===== src/hdl/dmcwt_pkg.sv =====
`timescale 1ns / 1ps
// ----------------------------------------------------------------------------
// dmcwt_pkg
// Shared constants, controller states and the command/status bundles that
// join the cache controller to its datapath.
// ----------------------------------------------------------------------------
package dmcwt_pkg;

  localparam int ADDRESS_BITS_DEF = 10;
  localparam int LINE_BITS_DEF    = 4;
  localparam int OFFSET_BITS_DEF  = 2;

  localparam int DATA_W = 32;
  localparam int CNT_W  = 32;

  localparam logic OP_READ  = 1'b0;
  localparam logic OP_WRITE = 1'b1;

  typedef enum logic [2:0] {
    ST_CLEAR,
    ST_IDLE,
    ST_LOOKUP,
    ST_FILL,
    ST_RESP
  } state_e;

  // Controller to datapath
  typedef struct packed {
    logic clear;
    logic load;
    logic lookup;
    logic fill;
    logic respond;
  } cmd_t;

  // Datapath to controller
  typedef struct packed {
    logic clear_last;
    logic is_write;
    logic present;
    logic fill_done;
    logic out_free;
  } status_t;

endpackage


===== src/hdl/dmcwt_ctrl.sv =====
`timescale 1ns / 1ps
// ----------------------------------------------------------------------------
// dmcwt_ctrl
// Cache controller: memory clearing after reset, request intake, tag lookup,
// line fill sequencing and result hand-off.
// ----------------------------------------------------------------------------
module dmcwt_ctrl
  import dmcwt_pkg::*;
(
  input  logic    clk_i,
  input  logic    rst_ni,
  input  logic    in_valid_i,
  output logic    in_stall_o,
  input  status_t status_i,
  output cmd_t    cmd_o
);

  state_e state_q, state_d;

  always_ff @(posedge clk_i or negedge rst_ni) begin
    if (!rst_ni) begin
      state_q <= ST_CLEAR;
    end else begin
      state_q <= state_d;
    end
  end

  always_comb begin
    state_d = state_q;
    case (state_q)
      ST_CLEAR: begin
        if (status_i.clear_last) state_d = ST_IDLE;
      end
      ST_IDLE: begin
        if (in_valid_i) state_d = ST_LOOKUP;
      end
      ST_LOOKUP: begin
        if (status_i.is_write || status_i.present) state_d = ST_RESP;
        else state_d = ST_FILL;
      end
      ST_FILL: begin
        if (status_i.fill_done) state_d = ST_RESP;
      end
      ST_RESP: begin
        if (status_i.out_free) state_d = ST_IDLE;
      end
      default: state_d = ST_CLEAR;
    endcase
  end

  always_comb begin
    cmd_o      = '0;
    in_stall_o = 1'b1;
    case (state_q)
      ST_CLEAR:  cmd_o.clear = 1'b1;
      ST_IDLE: begin
        in_stall_o = 1'b0;
        cmd_o.load = in_valid_i;
      end
      ST_LOOKUP: cmd_o.lookup = 1'b1;
      ST_FILL:   cmd_o.fill = 1'b1;
      ST_RESP:   cmd_o.respond = status_i.out_free;
      default: begin
        cmd_o      = '0;
        in_stall_o = 1'b1;
      end
    endcase
  end

endmodule


===== config.mk =====
export PLATFORM = sky130hd
export DESIGN_NAME = dmcwt_ctrl
export DESIGN_NICKNAME = d
export VERILOG_FILES = /design/src/hdl/dmcwt_pkg.sv /design/src/hdl/dmcwt_ctrl.sv
export SDC_FILE = /design/constraint.sdc
export NUM_CORES = 1
export LEC_CHECK = 0
export BUFFER_PORTS_ARGS = -buffer_cell sky130_fd_sc_hd__buf_2
export CORE_AREA = 4 4 41 43
export DETAILED_ROUTE_END_ITERATION = 8
export DIE_AREA = 0 0 45 47
export SLEW_MARGIN = 0
export SYNTH_ARGS = -nofsm -noshare
export SYNTH_HDL_FRONTEND = slang
export SYNTH_SLANG_ARGS = --single-unit

===== constraint.sdc =====
create_clock -name clk_i -period 1.7 [get_ports clk_i]
set_input_delay 0.34 -clock clk_i [delete_from_list [all_inputs] [get_ports clk_i]]
set_output_delay 0.34 -clock clk_i [all_outputs]
set_load 0.03 [all_outputs]

=== After elaboration in Yosys (flattened, before gate mapping) ===
Cells that the tools add are included.

* Reduce and logical (&&, ||, !) cells: 3
* Muxes and demuxes: 12
* Eq/ne operators: 8

{| class="wikitable"
|+ Operators by type and width
! cell !! number
|-
| $mux W3 || 5
|-
| $pmux W3 S5 || 1
|-
| $ne A2 B2 Y1 const B || 4
|-
| $eq A3 B2 Y1 const B || 2
|-
| $mux W1 || 6
|-
| $reduce_and A4 Y1 || 1
|-
| $eq A3 B1 Y1 const B || 1
|-
| $eq A3 B3 Y1 const B || 1
|-
| $logic_not A3 Y1 || 1
|-
| $logic_or A1 B1 Y1 || 1
|}

* Output and inout bits: 6
* Bits in registers: 3
* Logic and storage cells: 24

=== Longest topological paths before layout ===
Gate-level depths: netlist of the first run.

* Depth after elaboration: 3
* Depth in mapped cells: 4
* Mapped depth without buffers: 3

=== Least setup slack after synthesis of the first run ===
No wires, ideal clock.

* Path type: register -> output
* Start point: reg state_q[0]
* End point: out cmd_o[0] (netlist bit)
* Stages on the path, launching flop included: 3
* Slack: 161 ps
* Required time: 1360 ps
* Path buffers: 1
* Data arrival time: 1199 ps
* Cells stage by stage: dfrtp_1 buf_4 nor3_1

{| class="wikitable"
|+ RTL lines
! element !! RTL line !! RTL
|-
| from (decl) || dmcwt_ctrl.sv:18 || <nowiki>state_e state_q, state_d;</nowiki>
|-
| from (signal assigned) || dmcwt_ctrl.sv:24 || <nowiki>state_q <= state_d;</nowiki>
|-
| to (decl) || dmcwt_ctrl.sv:15 || <nowiki>output cmd_t cmd_o</nowiki>
|}

==> results.tsv, run 1 <==
metric	value	unit
cell taking the most area after synthesis	dfrtp_1	
final net count	55	
vias in the first global route	264	
Gate Count Post-Synth	29	
initial DRC count	5	
Clock Path Buffers	2	
multi-input logic area	139	sq um
top cell type's share of synthesized area	31.3	%
crit path DAT	1310	ps
startpoint class of the critical path	register	
core area	1300	sq um
max reg flops	3	
FF+latch count, synth	3	
area grow syn2layout	47.4	%
initial core utilization	18.5	%
Post-synth EDFFs	0	
first-pass GRT wire length	1.01	mm
post-synthesis sequential area ratio	31.3	%
Max Clock Freq	607	MHz
CP Class	register to primary output	
Die Height	47	um
top cells by count, synth	3 x dfrtp_1, 3 x nand2b_1, 3 x nor2_1, 3 x nor3_1	
WL final	543	um
slew of the pin with the lowest slew margin	206	ps
FF/Latch Area	77.6	sq um
Layout Cells excl Fill	61	
Horiz. Die Dim	45	um
relative slew slack	86.2	%
WP data required	1360	ps
post-DP HPWL	434	um
Syn. warnings	0	
Worst setup EP type	primary output	
Reg clk slew, reported paths	40	ps
Final Hold Viols	0	
max-slew violation count	0	
Port Buffers	13	
IR drop worst, VDD	521	uV
CTS HTree Levels	1	
Fillers	166	
placed cell count	56	
GR Overflow Total	0	
clk_lat worst skew	240	ps
hold crit path type	primary input to register	
IO Count	14	
Synth area leaders	dfrtp_1 31%, nand2b_1 7.8%, a211o_1 7.3%	
vias per inst	4.05	
critical-path maximum fanout	8	
die area	2120	sq um
P_leak	0.171	nW
Final Setup Violations	0	
Power Density	1890	nW/um^2
initial antenna violation count	0	
synth unique cells	19	
largest net degree at the start of global routing	11	
FP Rows	13	
post-route clock period utilization	96.9	%
async set-reset flop share out of synthesis	100	%
Main synth FF type	dfrtp_1	
Synth Area per Inst	8.28	sq um
CTS sink count	3	
Routed Antenna Nets	0	
post-synthesis cell area	240	sq um
GRT Overall Usage	7.44	%
drt drc	0	
via count of the routed design	247	
cts bufs inserted	3	
status	finished, final reports clean	
layout cells sized above 1	52.2	%
Most flops, register	state_q	
Final Critical Period	1650	ps
Layout Skew	4.07	ps
Mapped Nets	37	
routability cong.	0.759	
post-layout util	27.2	%
Largest regs	state_q x3	
WL per Instance	8.90	um
antenna cell count	0	
Pre-antenna DRT Iters	2	
CTS tree	yes	
Post-Route Setup TNS	0	ps
RSZ-0062 raised after global routing	no	
CTS root buf	clkbuf_4	
number of max-cap violations	0	
## power breakdown
part,internal [W],switching [W]
Clock,0.0000882,0.0000403
Sequential,0.000105,0.0000472
Combinational,0.000156,0.000233
## kinds of logic (layout without fill, tap and decap cells)
family,after synthesis,in the layout,synth area share [%]
and+or+nand+nor,16,16,39.6
DFF,3,3,31.2
buffers and inverters,4,21,10.9
AOI/OAI and AO/OA,6,6,18.2
## cell type report
type	instances	share of cell area [%]
clock buffer	4	7.42
inverter	2	2.12
multi-input combinational	22	39.2
sequential	3	21.9
tap	15	5.30
timing repair buffer	15	24.0
## stage by stage
stage	hold WS, ps	setup WS, ps	instance area [sq um]	total power (W)
6_report	389	52.6	354	0.000670
5_1_grt	391	5.34	354	0.000734
4_1_cts	386	24.4	352	0.000674
3_5_place_dp	136	252	313	0.000535
3_3_place_gp	136	263	313	0.000535
2_1_floorplan	44.4	161	240	0.000467
## layout by cell type, fill, tap and decap left out, drive strengths merged
cell / count
dfrtp: 3
nor3: 4
nand2b: 3
inv: 2
a21oi: 1
clkbuf: 4
nor2b: 2
a211o: 2
buf: 14
dlygate4sd3: 1
o211ai: 1
or3: 1
a22o: 1
nand2: 2
o21ai: 1
nor2: 4
## per-layer routing
layer	GRT usage, %	part of all wire, %
met1	8.01	46
met2	9.04	47
met3	3.45	6.6
met4	10.5	0
met5	0	0
## path summary, 6_finish.rpt
| check | start | endpoint | slack (ps) | cells past startpoint |
|---|---|---|---|---|
| setup reg to reg | state_q[0]$_DFFE_PN0P_ | state_q[2]$_DFFE_PN0P_ | 530 | 4 |
| hold / removal | status_i[3] | state_q[1]$_DFFE_PN0P_ | 390 | 4 |
| setup / recovery | state_q[2]$_DFFE_PN0P_ | cmd_o[3] | 50 | 3 |
| max in group asynchronous | rst_ni | state_q[1]$_DFFE_PN0P_ | 1150 | 2 |
| min in group asynchronous | rst_ni | state_q[2]$_DFFE_PN0P_ | 430 | 2 |
| hold reg to reg | state_q[2]$_DFFE_PN0P_ | state_q[1]$_DFFE_PN0P_ | 510 | 1 |
## critical path, stage by stage (launching register included)
cell and delay, ps:
dfrtp_2 440, or3_4 400, nor2_2 80, buf_4 150
## repair_timing
action,4_1_cts,5_1_grt
setup endpoints to repair,1,1
buffers inserted,0,0
hold buffers,1,0
endpoints found under the hold margin,3,0
gates resized for setup,1,2
pin swaps,0,0
(Power assumes the default switching activity.)
==> run 2: changes to the inputs <==
--- a/config.mk
+++ b/config.mk
@@ -9,6 +9,7 @@
 export CORE_AREA = 4 4 41 43
 export DETAILED_ROUTE_END_ITERATION = 8
 export DIE_AREA = 0 0 45 47
+export GPL_TIMING_DRIVEN = 0
 export SLEW_MARGIN = 0
 export SYNTH_ARGS = -nofsm -noshare
 export SYNTH_HDL_FRONTEND = slang
==> results.tsv, run 2 (synthesized netlist as in run 1, its figures left out) <==
metric	value	unit	change
Pre-antenna DRT Iters	3		+1
Switch Pwr	0.000368	W	+15%
IO Count	14		unchanged
largest net degree at the start of global routing	11		unchanged
FP Rows	13		unchanged
most common cell after layout, fill and taps aside	buf_2		
critical-path maximum fanout	3		-5
worst reg2reg path depth	6		+2
P_leak	0.210	nW	+23%
slew of the pin with the lowest slew margin	211	ps	+4.97 ps
area grow syn2layout	77.6	%	
layout cells sized above 1	55.8	%	+3.6 points
first-pass GRT wire length	966	um	-4.7%
clk_lat worst skew	240	ps	about the same
initial DRC count	13		+8
Net Sw Frac	43.5	%	-4.3 points
reg-to-reg startpoint	state_q[0]$_DFFE_PN0P_		
Max Clock Freq	607	MHz	about the same
power share of the clock group	15.3	%	-3.9 points
initial antenna violation count	0		unchanged
GRT Overall Usage	7.36	%	-0.079 points
max-slew violation count	0		unchanged
crit path DAT	1310	ps	about the same
IR drop worst, VDD	526	uV	+0.91%
startpoint class of the critical path	register		
CP Class	register to primary output		
Layout Cells excl Fill	67		+9.8%
Flop pwr share	14.5	%	-8.2 points
GR Overflow Total	0		unchanged
antenna cell count	0		unchanged
vias per inst	4.25		+5.1%
initial core utilization	18.5	%	unchanged
routability cong.	0.746		-1.8%
Final Critical Period	1650	ps	+0.781 ps
Hold Crit Start	status_i[3]		
CTS sink count	3		unchanged
most frequent cells in the layout	12 x buf_2, 4 x buf_4		
WL per Instance	10.4	um	+17%
Most flops, register	state_q		
WL final	700	um	+29%
Worst setup EP type	primary output		
status	finished, final reports clean		
worst hold slack	398	ps	+9.45 ps
Routed Antenna Nets	0		unchanged
die area	2120	sq um	unchanged
Horiz. Die Dim	45	um	unchanged
via count of the routed design	285		+15%
Die Height	47	um	unchanged
post-DP HPWL	432	um	-0.53%
CTS root buf	clkbuf_4		
Reg clk slew, reported paths	30	ps	about the same
core area	1300	sq um	unchanged
worst hold path depth	4		unchanged
post-route clock period utilization	97.0	%	about the same
Layout Skew	8.21	ps	+4.14 ps
total power	0.000847	W	+26%
Clock Path Buffers	2		unchanged
Internal	0.000478	W	+37%
Power Density	1980	nW/um^2	+4.9%
combinational share of power	70.1	%	+12 points
CTS tree	yes		
Port Buffers	13		unchanged
Fillers	153		-7.8%
final net count	61		+11%
post-layout instance area	427	sq um	+20%
worst setup path start	state_q[1]$_DFFE_PN0P_		
Placed Area	324	sq um	+3.6%
max reg flops	3		unchanged
Final Setup Violations	0		unchanged
WP data required	1360	ps	about the same
number of max-cap violations	0		unchanged
drt drc	0		unchanged
CTS HTree Levels	1		unchanged
Final Hold Viols	0		unchanged
Largest regs	state_q x3		
hold crit path type	primary input to register		
placed cell count	57		+1.8%
relative slew slack	85.8	%	-0.33 points
cts bufs inserted	3		unchanged
post-layout util	32.8	%	+5.6 points
vias in the first global route	249		-5.7%
==> run 2: cell count changes in the layout (fill, tap and decap cells not counted) <==
cell | previous run | this run
dfrtp_2 | 2 | 1
nor2_4 | 0 | 1
dfrtp_1 | 1 | 2
buf_6 | 0 | 3
buf_4 | 2 | 4
nor2_2 | 1 | 0
buf_12 | 0 | 1
==> run 2: final timing paths <==
| check | slack [ps] | to |
|---|---|---|
| worst min register to register | 520 | state_q[1]$_DFFE_PN0P_ |
| min in group asynchronous | 420 | state_q[0]$_DFFE_PN0P_ |
| worst min-delay path | 400 | state_q[1]$_DFFE_PN0P_ |
| max in group asynchronous | 1160 | state_q[2]$_DFFE_PN0P_ |
| worst max-delay path | 50 | cmd_o[3] |
| worst max register to register | 300 | state_q[2]$_DFFE_PN0P_ |
==> run 2: what timing repair did <==
item | in CTS | in global routing
hold endpoints to repair | 3 | 0
hold buffers | 1 | 0
setup endpoints to repair | 1 | 2
buffers inserted | 0 | 5
pin swaps | 0 | 1
gates resized for setup | 1 | 4
==> run 2: routing by layer <==
| metal | vias up | wire (um) | global-route usage (%) |
|---|---|---|---|
| li1 | 144 | - | - |
| met1 | 128 | 292 | 8.24 |
| met2 | 11 | 352 | 8.47 |
| met3 | 2 | 38 | 2.30 |
| met4 | 0 | 16 | 12.3 |
| met5 | - | 0 | 0 |
==> run 2: layout make-up <==
cell class / count / area (sq um) / share of cell area (%)
multi-input cells: 22 / 144 / 33.7
repair buffers: 19 / 131 / 30.8
flip-flops and latches: 3 / 76.3 / 17.9
clock buffers: 4 / 26.3 / 6.16
plain buffers: 2 / 22.5 / 5.28
well taps: 15 / 18.8 / 4.40
inverters: 2 / 7.51 / 1.76
==> run 2: power groups by stage <==
stage	logic, W	clock network [W]	registers [W]
finish	0.000594	0.000130	0.000123
global route	0.000637	0.000150	0.000129
CTS	0.000449	0.000132	0.000119
detailed placement	0.000440	0	0.000120
global placement	0.000439	0	0.000120
floorplan	0.000350	0	0.000117
==> run 2: critical path, cell delays in order (launching register included) <==
cell and delay (ps):
dfrtp_1 360, buf_6 120, or3_4 380, nor2_4 90, buf_6 130
==> run 2: metrics by stage <==
stage | TNS, ps | worst slack [ps]
5_1_grt | -8.30 | -8.30
2_1_floorplan | 0 | 161
6_report | 0 | 51.8
4_1_cts | 0 | 9.82
3_3_place_gp | 0 | 235
3_5_place_dp | 0 | 235
